File: src/sv/xtkq_pkg.sv
package xtkq_pkg;

   // Trie geometry.
   localparam int KEY_BITS   = 32;
   localparam int MAX_KEYS   = 1024;
   localparam int NODE_COUNT = 1 + MAX_KEYS * KEY_BITS;
   localparam int NODE_W     = $clog2(NODE_COUNT);
   localparam int CNT_W      = $clog2(MAX_KEYS + 1);
   localparam int LVL_W      = $clog2(KEY_BITS);

   // Fixed field widths of the request and response items.
   localparam int KEY_W   = 32;
   localparam int RANK_W  = 11;
   localparam int XOR_W   = 32;
   localparam int STAT_W  = 2;

   localparam logic REQ_INSERT = 1'b0;
   localparam logic REQ_QUERY  = 1'b1;

   typedef enum logic [STAT_W-1:0] {
      STATUS_OK    = 2'd0,
      STATUS_FULL  = 2'd1,
      STATUS_RANGE = 2'd2
   } status_type;

   typedef enum logic {
      ST_IDLE,
      ST_WALK
   } state_type;

   typedef struct packed {
      logic              req_type;
      logic [KEY_W-1:0]  key;
      logic [RANK_W-1:0] rank;
   } req_item_type;

   typedef struct packed {
      logic [XOR_W-1:0]  xor_value;
      logic [STAT_W-1:0] status;
   } rsp_item_type;

   // One trie node: both child links and the pass counts of both children.
   typedef struct packed {
      logic [NODE_W-1:0] link_zero;
      logic [NODE_W-1:0] link_one;
      logic [CNT_W-1:0]  count_zero;
      logic [CNT_W-1:0]  count_one;
   } row_type;

   // Outcome of one trie level.
   typedef struct packed {
      logic [NODE_W-1:0] next_node;
      row_type           new_row;
      logic [CNT_W-1:0]  rank_next;
      logic              result_bit;
      logic              alloc;
   } step_type;

endpackage

File: src/sv/xtkq_level_unit.sv
module xtkq_level_unit (
   input  logic                        op_query,
   input  logic                        key_bit,
   input  xtkq_pkg::row_type           row,
   input  logic [xtkq_pkg::CNT_W-1:0]  rank_rem,
   input  logic [xtkq_pkg::NODE_W-1:0] next_free,
   output xtkq_pkg::step_type          step
);
   import xtkq_pkg::*;

   logic [NODE_W-1:0] same_link;
   logic [NODE_W-1:0] other_link;
   logic [CNT_W-1:0]  same_count;
   logic [CNT_W-1:0]  eff_count;
   logic              missing;

   always_comb begin
      same_link  = key_bit ? row.link_one  : row.link_zero;
      other_link = key_bit ? row.link_zero : row.link_one;
      same_count = key_bit ? row.count_one : row.count_zero;
      missing    = (same_link == '0);
      // A missing child counts as empty.
      eff_count  = missing ? '0 : same_count;

      step            = '0;
      step.new_row    = row;
      step.rank_next  = rank_rem;
      if (!op_query) begin
         // Insert: follow or allocate the child on the key bit and bump its count.
         step.alloc     = missing;
         step.next_node = missing ? next_free : same_link;
         if (key_bit) begin
            step.new_row.link_one  = step.next_node;
            step.new_row.count_one = same_count + CNT_W'(1);
         end else begin
            step.new_row.link_zero  = step.next_node;
            step.new_row.count_zero = same_count + CNT_W'(1);
         end
      end else if (eff_count < rank_rem) begin
         // Not enough keys share this bit: skip them and take the other side.
         step.rank_next  = rank_rem - eff_count;
         step.next_node  = other_link;
         step.result_bit = 1'b1;
      end else begin
         step.next_node = same_link;
      end
   end

endmodule

File: config.mk
export PLATFORM = sky130hd
export DESIGN_NAME = xtkq_level_unit
export DESIGN_NICKNAME = d
export VERILOG_FILES = /design/src/sv/xtkq_pkg.sv /design/src/sv/xtkq_level_unit.sv
export SDC_FILE = /design/constraint.sdc
export NUM_CORES = 1
export LEC_CHECK = 0
export BUFFER_PORTS_ARGS = -buffer_cell sky130_fd_sc_hd__buf_2
export CELL_PAD_IN_SITES_DETAIL_PLACEMENT = 1
export CELL_PAD_IN_SITES_GLOBAL_PLACEMENT = 2
export CORE_AREA = 2 2 106 108
export DETAILED_ROUTE_END_ITERATION = 10
export DIE_AREA = 0 0 108 110
export PLACE_DENSITY = 0.85
export RECOVER_POWER = 25
export SLEW_MARGIN = 5
export SYNTH_ARGS = -nofsm -noshare
export SYNTH_HDL_FRONTEND = slang
export SYNTH_SLANG_ARGS = --single-unit
File: constraint.sdc
create_clock -name vclk -period 4.93
set_input_delay 0.493 -clock vclk [all_inputs]
set_output_delay 0.493 -clock vclk [all_outputs]
set_load 0.02 [all_outputs]
==> results of run 1 <==
path summary, 6_finish.rpt:
check	slack (ns)	endpoint	depth (start not counted)	from
worst max-delay path	0.39	step[74]	14	row[25]
worst min-delay path	1.29	step[23]	3	row[10]
critical path: cells and delay by family:
family | cells | cell delay, ns
AO/OA/AOI/OAI | 6 | 1.66
AND/OR/NAND/NOR | 4 | 0.93
buffers and inverters | 3 | 0.62
adder cells (fa/ha/maj) | 1 | 0.31
logic make-up after synthesis:
family	Yosys count	synth area share, %
fa+ha+maj	14	9.16
simple gates	109	29.9
mux	18	10.1
xor+xnor	27	11.9
compound gates	84	33.8
buf+inv	16	5.21
stage by stage:
step           utilization (%)  power (mW)  setup slack (ns)
6_report                  27.1       0.415             0.385
5_1_grt                   27.1       0.451            0.0766
4_1_cts                   27.4       0.422             0.286
3_5_place_dp              27.4       0.420             0.293
3_3_place_gp              27.4       0.413             0.350
2_1_floorplan                -       0.275             0.839
cells in the mapped netlist (all sizes together):
master,n
xor2,13
nand2b,3
ha,13
or2,1
a211oi,5
and3,1
nor3,7
or4,6
mux2i,1
and2,5
o22ai,1
mux2,17
nor2b,23
inv,4
a21o,32
o41ai,1
xnor2,14
buf,10
o21a,4
o21bai,1
clkbuf,2
a22o,2
fa,1
a21oi,8
o2111ai,1
a22oi,1
o21ai,8
or3,1
nand2,27
a211o,1
a31o,1
nor4,4
o211ai,2
nand3,5
nor2,20
nand4,6
a221o,16
area by class of cell:
class	count	area, um^2
multi-input cells	252	1880
repair buffers	169	833
well taps	140	175
inverters	4	15.0
fillers	1386	7790
routing by layer:
layer / track usage, % / share of wire [%] / vias up
met4: 1.47 / 0.96 / 0
li1: - / - / 1324
met3: 1.70 / 5.7 / 8
met1: 17.7 / 42 / 1289
met2: 26.6 / 51 / 95
met5: 0 / 0 / -
power groups by stage:
stage               Combinational [mW]  Clock (mW)  Sequential (mW)
finish                           0.415           0                0
floorplan                        0.275           0                0
CTS                              0.422           0                0
global route                     0.451           0                0
global placement                 0.413           0                0
detailed placement               0.420           0                0
repair_timing:
item / CTS / global route
buffers inserted: 0 / 0
endpoints found under the setup margin: 0 / 8
resized for setup: 0 / 1
==> metrics.md, run 1 <==
| Metric | Value |
|---|---|
| Crit path max fanout | 32 |
| Die height | 110 um |
| Mapped Area | 0.00199 mm^2 |
| Int Pwr | 0.165 mW |
| Final critical-path share of the clock period | 92.2% |
| Gpl congestion | 0.865 |
| Total gr overflow | 0 |
| Post-Syn Area per Cell | 7.44 um^2 |
| Final max-slew violation count | 0 |
| Via Count | 2,716 |
| First-pass GRT wire length | 13,800 um |
| Wire per inst | 16.3 um |
| Net count after synthesis | 365 |
| WS Path Type | in2out |
| Post-Place Cells | 565 |
| Port-buffer cells | 166 |
| Final setup vio count | 0 |
| Worst-Margin Slew | 1.30 ns |
| Switching Share | 60.2% |
| # diodes | 0 |
| 1st-pass router iterations | 4 |
| Initial antenna violation count | 0 |
| Clock power share | 0% |
| Nets | 524 |
| Seq pwr share | 0% |
| Worst Setup Start Kind | input pin |
| Largest stage delay, worst path | 0.55 ns |
| # DRC | 0 |
| Hold Path Class | in2out |
| Mapped Cells | 268 |
| Leak | 1.51 nW |
| Relative slew slack | 12.7% |
| Type of destination of the critical path | primary output |
| Largest net degree at the start of global routing | 33 |
| Net Switching | 0.250 mW |
| Outcome | complete, no violations |
| Seq/Total Area, Yosys | 0% |
| CP Data Required Time | 4.44 ns |
| Reg area | 0 um^2 |
| Vias in the first global route | 2,708 |
| Max-cap violations | 0 |
| Final Hold Vio Count | 0 |
| Post-synth top area cell | a21o_1 |
| Area Growth Syn to Fin | 45.6% |
| First DRT Iteration DRCs | 92 |
| Setup TNS | 0 ns |
| RSZ-0062 raised after global routing | no |
| Crit path time final | 4.54 ns |
| # IOs | 166 |
| Die width | 108 um |
| CP cell instances | buf_2 > or4_1 > o41ai_2 > nand2_4 > nand2_1 > ha_1 > a211oi_1 > a211o_1 > o2111ai_2 > a211oi_4 > buf_4 > nor2b_1 > a221o_1 > buf_2 |
| Clock buffers | 0 |
| Share of layout cells above drive strength 1 | 42.8% |
| Maximum vdd drop | 0.0368 mV |
| # hold bufs at CTS | 0 |
| DP Area | 0.00293 mm^2 |
| Post-DP HPWL | 7930 um |
| Commonest non-fill, non-tap cells in the layout | buf_2 (153), a21o_1 (32), nand2_1 (26) |
| Slowest stage cell on the critical path | or4_1 |
| Seq_cells | 0 |
| Share of the synthesized area in the top cell type | 12.0% |
| Synth warn | 0 |
| Total wire length | 9210 um |
| ANT nets after route | 0 |
| Die area | 0.0119 mm^2 |
| Pwr dens | 143 mW/mm^2 |
| Arrival time worst endpoint | 4.05 ns |
| Fmax achieved | 220 MHz |
| Row count | 38 |
| Post-Layout Inst Area | 0.00290 mm^2 |
| CORE AREA | 0.0107 mm^2 |
| Most frequent CP cell | buf_2 |
| Top post-synthesis cells by area | a21o_1 (12%), mux2_2 (9.6%), ha_1 (8.2%), a221o_1 (8.0%), nor2b_1 (7.2%) |
| Combinational Power Share | 100.0% |
| Final Non-Filler Cells | 565 |
| Total Routing Usage GR | 14.1% |
| Via/cell ratio | 4.81 |
| Cell variety after synth | 50 |
| Starting Density | 18.6% |
| Final hold slack | 1.29 ns |
| Commonest non-fill, non-tap cell in the layout | buf_2 |
No activity file was read; power rests on OpenSTA's default activity.
==> run 2, diff against run 1 <==
- RECOVER_POWER: 25 -> 100
==> run 2 against run 1 <==
  * The flow now finishes with violations (max-capacitance violations, max-slew violations)
  * Maximum frequency down 0.69%
  * Global-route usage did not move
  * Via count is 0.70% lower
  * Critical endpoint unchanged
  * Die area unchanged
==> metrics.md, run 2 (same netlist as run 1, synthesis figures left out) <==
| Metric | Value |
|---|---|
| Vias in the first global route | 2,708 |
| Area Growth Syn to Fin | 42.7% |
| Clock buffers | 0 |
| Port-buffer cells | 166 |
| Pwr dens | 144 mW/mm^2 |
| Commonest non-fill, non-tap cell in the layout | buf_2 |
| Final hold slack | 1.31 ns |
| Final critical-path share of the clock period | 92.8% |
| Min-delay src | row[11] |
| Worst Setup Start Kind | input pin |
| Total Routing Usage GR | 14.1% |
| CORE AREA | 0.0107 mm^2 |
| RSZ-0062 raised after global routing | no |
| Commonest non-fill, non-tap cells in the layout | buf_2 (97), clkbuf_1 (49), a21o_1 (32) |
| Leak | 1.41 nW |
| Fmax achieved | 219 MHz |
| Relative slew slack | -26.4% |
| Outcome | complete, but fails checks |
| Via Count | 2,697 |
| Nets | 524 |
| First-pass GRT wire length | 13,800 um |
| # diodes | 0 |
| Arrival time worst endpoint | 4.08 ns |
| Type of destination of the critical path | primary output |
| Seq pwr share | 0% |
| Total wire length | 9160 um |
| Violated checks | max-capacitance violations, max-slew violations |
| Combinational Power Share | 100.0% |
| Max-cap violations | 1 |
| Share of layout cells above drive strength 1 | 34.4% |
| Largest net degree at the start of global routing | 33 |
| Row count | 38 |
| CP Data Required Time | 4.44 ns |
| Via/cell ratio | 4.77 |
| Min-Delay Endpoint | step[24] |
| Clock power share | 0% |
| Starting Density | 18.6% |
| Switching Share | 61.1% |
| # DRC | 0 |
| Final max-slew violation count | 17 |
| Int Pwr | 0.159 mW |
| Hold depth | 3 |
| Net Switching | 0.250 mW |
| Wire per inst | 16.2 um |
| Crit path from | row[25] |
| Post-Layout Inst Area | 0.00285 mm^2 |
| Die height | 110 um |
| Setup TNS | 0 ns |
| Final Hold Vio Count | 0 |
| WS Path Type | in2out |
| DP Area | 0.00293 mm^2 |
| Die area | 0.0119 mm^2 |
| # IOs | 166 |
| Post-CTS Setup Inserts | 0 |
| Final setup vio count | 0 |
| First DRT Iteration DRCs | 65 |
| Total gr overflow | 0 |
| Die width | 108 um |
| Worst-Margin Slew | 1.88 ns |
| Initial antenna violation count | 0 |
| ANT nets after route | 0 |
| Seq_cells | 0 |
| Post-DP HPWL | 7930 um |
| Crit path time final | 4.58 ns |
| Reg area | 0 um^2 |
| Gpl congestion | 0.865 |
| Maximum vdd drop | 0.0364 mV |
| Hold Path Class | in2out |
| Crit path max fanout | 32 |
| 1st-pass router iterations | 4 |
## run 2: cell types whose count changed in the layout (fill, tap and decap cells not counted), moves of 2 or more
cell	change
buf_2	-56
buf_4	-2
clkbuf_1	+35
clkbuf_2	+22
## run 2: area by class of cell
cell class / instances / area [um^2]
fillers: 1408 / 7850
inverters: 4 / 15.0
multi-input cells: 252 / 1870
well taps: 140 / 175
repair buffers: 169 / 787
## run 2: power groups by stage
stage | Combinational (mW) | Sequential, mW | Clock [mW]
after detailed placement | 0.420 | 0 | 0
after global routing | 0.445 | 0 | 0
final | 0.410 | 0 | 0
after CTS | 0.422 | 0 | 0
after global placement | 0.413 | 0 | 0
after floorplan | 0.275 | 0 | 0
## run 2: per-layer routing
metal	share of wire, %	track usage, %	routed length (um)
met3	6.1	1.70	558
met1	42	17.7	3810
met5	0	0	0
met2	51	26.6	4680
met4	1.2	1.47	112
## run 2: how the worst max path moves through the flow
stage | to | slack (ns)
finish | step[74] | 0.35
global route | step[74] | 0.03
CTS | step[82] | 0.29
detailed placement | step[82] | 0.29
global placement | step[80] | 0.35
floorplan | step[3] | 0.84
## run 2: critical path: stages
cell       delay (ns)
buf_2            0.12
or4_1            0.55
o41ai_2          0.42
nand2_4          0.18
nand2_1          0.10
ha_1             0.31
a211oi_1         0.46
a211o_1          0.22
o2111ai_2        0.13
a211oi_4         0.17
clkbuf_4         0.38
nor2b_1          0.10
a221o_1          0.27
clkbuf_2         0.16
## run 2: timing repair
| action | in CTS | in global routing |
|---|---|---|
| resized for setup | 0 | 1 |
| hold buffers | 0 | 0 |
| setup endpoints to repair | 0 | 8 |
## run 2: metrics by stage
| step | worst slack, ns | total power [mW] | util, % | instances |
|---|---|---|---|---|
| 2_1_floorplan | 0.839 | 0.275 | - | 268 |
| 3_3_place_gp | 0.350 | 0.413 | 27.4 | 565 |
| 3_5_place_dp | 0.293 | 0.420 | 27.4 | 565 |
| 4_1_cts | 0.286 | 0.422 | 27.4 | 565 |
| 5_1_grt | 0.0284 | 0.445 | 26.6 | 565 |
| 6_report | 0.354 | 0.410 | 26.6 | 565 |
